**config.mk**
```make
export PLATFORM = sky130hd
export DESIGN_NAME = zsaf_ram
export DESIGN_NICKNAME = d
export VERILOG_FILES = /design/src/hdl/zsaf_ram.sv
export SDC_FILE = /design/constraint.sdc
export NUM_CORES = 1
export LEC_CHECK = 0
export BUFFER_PORTS_ARGS = -buffer_cell sky130_fd_sc_hd__buf_4
export CORE_ASPECT_RATIO = 0.6
export CORE_MARGIN = 10
export CORE_UTILIZATION = 50
export CTS_CLUSTER_DIAMETER = 60
export DETAILED_ROUTE_END_ITERATION = 8
export MAX_ROUTING_LAYER = met4
export PLACE_DENSITY = 0.71
export SETUP_SLACK_MARGIN = 0.5
export SLEW_MARGIN = 20
export SYNTH_ARGS = -nofsm -noshare
export SYNTH_HDL_FRONTEND = slang
export SYNTH_SLANG_ARGS = --single-unit
```
**constraint.sdc**
```tcl
create_clock -name i_clk -period 6.1 [get_ports i_clk]
set_clock_uncertainty 0.15 [all_clocks]
set_input_delay 1.22 -clock i_clk [delete_from_list [all_inputs] [get_ports i_clk]]
set_output_delay 1.22 -clock i_clk [all_outputs]
set_load 0.1 [all_outputs]
```
**src/hdl/zsaf_ram.sv**
```systemverilog
`timescale 1ns / 1ps
// ----------------------------------------------------------------------------
// zsaf_ram
// Generic single-port-write RAM with registered read.
// ----------------------------------------------------------------------------
module zsaf_ram #(
    parameter int WIDTH = 8,
    parameter int DEPTH = 16
) (
    input  logic                     i_clk,
    input  logic                     i_we,
    input  logic [$clog2(DEPTH)-1:0] i_waddr,
    input  logic [WIDTH-1:0]         i_wdata,
    input  logic [$clog2(DEPTH)-1:0] i_raddr,
    output logic [WIDTH-1:0]         o_rdata
);
    logic [WIDTH-1:0] r_mem [DEPTH];

    always_ff @(posedge i_clk) begin
        if (i_we) r_mem[i_waddr] <= i_wdata;
        o_rdata <= r_mem[i_raddr];
    end
endmodule

```
* Word-level counts from Yosys, hierarchy flattened *
Memories as Yosys holds them, arrays and structs flattened. A register that Yosys moved wholly into a read port is not among the register bits.
Index checks and enable logic that the tools add are counted.

cells by class
  mux-type cells = 2

operator list
  kind     number
  $mux W1  2

word-level totals
  register bits after elaboration = 0
  bits in writable memories = 128
  bits of input ports = 18
  output and inout bits = 8
  logic and storage cells = 3
  memories = 1

memories
  name   words  width  read ports  clocked after memory_dff  write ports  RTL line  RTL
  r_mem  16     8      1           1                         1            17        logic [WIDTH-1:0] r_mem [DEPTH];

* Logic depth before layout (Yosys ltp) *
  word-level depth = 2
  mapped depth = 5
  gate-level depth less buffers = 3

* Least setup slack after synthesis *
No wires, ideal clock.

  path kind = input port to flip-flop
  from = input port i_waddr[2]
  to = memory r_mem[0][0], enable pin
  setup time = 0.383 ns
  data arrival time = 2.330 ns
  data required time = 5.567 ns
  setup slack = 3.237 ns
  stages = 2
  buffers on the path = 0
  path through = or3b_2 nor3_1

RTL lines
  item                RTL line  RTL
  start: declaration  12        input logic [$clog2(DEPTH)-1:0] i_waddr,
  end: declaration    17

Straight into the memory's write port.

* Worst setup path after layout *
  from = input port i_waddr[2]
  to = memory r_mem[0][2], enable pin

Straight into the memory's write port.

==> key figures <==
Cells and area
  – Final std cells w/o fill: 412
  – Fillers: between 700 and 800
  – Share of cells above drive strength 1: about a quarter
  – Most frequent cells in the layout: edfxtp_1, buf_4, mux4_2, clkbuf_16, a22oi_1
  – N_diodes: 0
  – Most common cell after layout, fill and taps aside: edfxtp_1
  – Total area of sequential cells: ~4000 um^2
  – Final non-filler cell area: between 6000 and 7000 um^2
  – Multi-input logic area: 1067 um^2
  – Post-layout util: ~60%
  – Area growth from synthesis to layout: 16.67%
  – Final Net Count: 282

Route
  – Final ANT Viol Nets: 0
  – Detailed Route WL: around 10 mm
  – Vias/cell: around 5.9
  – DRC Markers: 0
  – Starting DRT DRC Count: between 200 and 250
  – Via count: around 2400
  – Initial DRT Pass Iterations: 5
  – Wirelength per Cell: 24.28 um

Power and ir drop
  – Int Pwr: roughly 1.7 mW
  – Combinational group share of total power: between 6 and 7%
  – Clock power share: between 40% and 50%
  – Final Power: around 2.2 mW
  – Net Sw Power: around 460 uW
  – Seq pwr share: approximately half
  – PD cells: roughly 360 nW/um^2
  – P_leak: between 1.5 and 2 nW
  – Switching Fraction: 21.14%
  – Peak VDD IR: around 260 uV

CTS
  – Post-CTS Resized: 0
  – Worst skew pair latency: just over 400 ps
  – Post-CTS Hold Fix Bufs: 0
  – Clk root buf: clkbuf_16
  – CTS max path bufs: 2
  – Clock sink count: around 140
  – Clock slew seen by the registers of the worst setup and hold paths: around 60 ps
  – Cts bufs inserted: 17
  – H-Tree Depth: 4
  – CTS tree: done
  – Post-CTS Setup Repair Bufs: 0

Floorplanning
  – Die area: between 10000 and 15000 um^2
  – Initial Utilization: between 50% and 60%
  – Die width: between 150 and 200 um
  – # rows: 28
  – Floorplan Core Area: approximately 9900 um^2
  – I/O pins: 26
  – Die Y-Extent: a little under 100 um

Yosys
  – Largest area contributor in the netlist: edfxtp_1
  – Mapped Cells: between 200 and 250
  – Ys Warns: 0
  – Syn Std Cell Area: just over 5000 um^2
  – Synth unique cells: 19
  – Number of synthesized register bits: 136
  – Seq/Total Area, Yosys: between 70% and 80%
  – Syn avg cell area: 22.48 um^2
  – Syn nets: between 200 and 250
  – Synth top area share: around three quarters
  – Synth top area cells: edfxtp_1, mux4_2, mux4_1

Worst setup path
  – CP delay by family, top: simple AND/OR/NAND/NOR gates
  – Max incr delay on CP: 800 ps
  – Flop2flop setup slack: ~4600 ps
  – Crit path capture: r_mem[0][2]
  – Critical path endpoint category: register
  – Worst Setup SP: i_waddr[2]
  – Worst-path cell chain: buf_4, or3b_2, nor3_1
  – Worst-path maximum fanout: 8
  – FF-to-FF Start: r_mem[3][6]
  – Worst path required time: about 6000 ps
  – CP Data Arrival Time: roughly 2700 ps
  – Crit path kind: primary input to register
  – Reg-to-reg critical path endpoint: o_rdata[6]
  – CP Launch Type: primary input
  – R2r worst-path depth: 3
  – Worst path buffer plus inverter count: 1
  – Slowest cell on crit path: nor3_1
  – WP depth: 3

GRT
  – Initial antenna violation count: 0
  – Largest net degree at the start of global routing: 33
  – Vias in the first global route: between 2000 and 2500
  – First-pass GRT wire length: 14.99 mm
  – GRT Total Usage: 14.57%
  – GRT overflow: 0

STA
  – Setup-failing EPs final: 0
  – Slew HR: about 30%
  – Max-slew violation count: 0
  – Final min period: ~2800 ps
  – RSZ-0062 raised after global routing: no
  – Final Hold Fails: 0
  – Worst-margin pin slew: roughly 1000 ps
  – FMAX: about 360 MHz
  – Setup_tns: 0 ps
  – Crit share post-route: between 40% and 50%

Hold path
  – HP Class: register to register

Place
  – GP Congestion: roughly 0.8
  – Post-DP HPWL: ~6.2 mm
  – DP Cell Count: 380
  – IO Port Bufs: 25
  – Cell Area, Placed: roughly 5400 um^2

Run status
  – Status: completed

Run
  – Max Cap Violations: 0
routing by layer:
layer	track usage [%]	share of wire, %
met1	20.44	47
met2	18.33	42
met3	5.297	9.1
met4	6.632	1.8
met5	-	0
worst min-delay path, cell delays in order, from the launching register on:
cell	delay (ps)
edfxtp_1	320
mux4_2	220
a22oi_1	60
nand2_1	50
stage by stage:
| stage | setup WS (ps) | hold WS, ps |
|---|---|---|
| finish | 3327 | 515.9 |
| global route | 3260 | 560.8 |
| CTS | 3342 | 518.5 |
| detailed placement | 2910 | 505.4 |
| global placement | 2945 | 502.0 |
| floorplan | 3237 | 479.3 |
kinds of logic after synthesis:
| group | share of synthesized area, % |
|---|---|
| DFF | 77.78 |
| muxes | 15.02 |
| buffers and inverters | 1.677 |
| and+or+nand+nor | 3.184 |
| AOI/OAI and AO/OA | 2.334 |
cell type report:
| type | instances | share of cell area, % |
|---|---|---|
| Clock inverter | 11 | 2.167 |
| Clock buffer | 21 | 7.333 |
| Multi-Input combinational cell | 83 | 17.77 |
| Tap cell | 135 | 2.813 |
| Timing Repair Buffer | 26 | 3.250 |
| Sequential cell | 136 | 66.67 |
how the worst min path moves through the flow:
stage | startpoint | endpoint | slack (ps) | cells past startpoint
global placement | r_mem[14][2] | o_rdata[2] | 500 | 3
global route | r_mem[13][2] | o_rdata[2] | 560 | 3
finish | r_mem[14][2] | o_rdata[2] | 520 | 3
floorplan | r_mem[7][0] | o_rdata[0] | 480 | 3
detailed placement | r_mem[15][2] | o_rdata[2] | 510 | 3
CTS | r_mem[15][2] | o_rdata[2] | 520 | 3
flip-flops by register name, indices dropped and copies added, names as in the netlist:
register	flops
r_mem	128
o_rdata	8
cells in the mapped netlist:
library cell     instances
edfxtp_1               128
mux4_2                  18
a22oi_1                 16
mux4_1                  14
nor2_1                  13
nand2_1                  9
dfxtp_1                  8
nor3_1                   4
buf_2                    3
buf_6                    3
clkdlybuf4s25_2          3
nand2b_1                 2
nand3b_1                 2
and2_1                   1
and2b_1                  1
buf_4                    1
nand3_1                  1
nor2b_1                  1
or3b_2                   1
power groups by stage:
| stage | Clock (mW) | Combinational [mW] | Sequential [mW] |
|---|---|---|---|
| global placement | 0 | 0.144 | 1.07 |
| CTS | 1.00 | 0.146 | 1.05 |
| detailed placement | 0 | 0.146 | 1.07 |
| finish | 0.990 | 0.145 | 1.05 |
| floorplan | 0 | 0.0530 | 1.11 |
| global route | 1.05 | 0.153 | 1.05 |
Note: power is estimated with default switching activity, not from simulation.
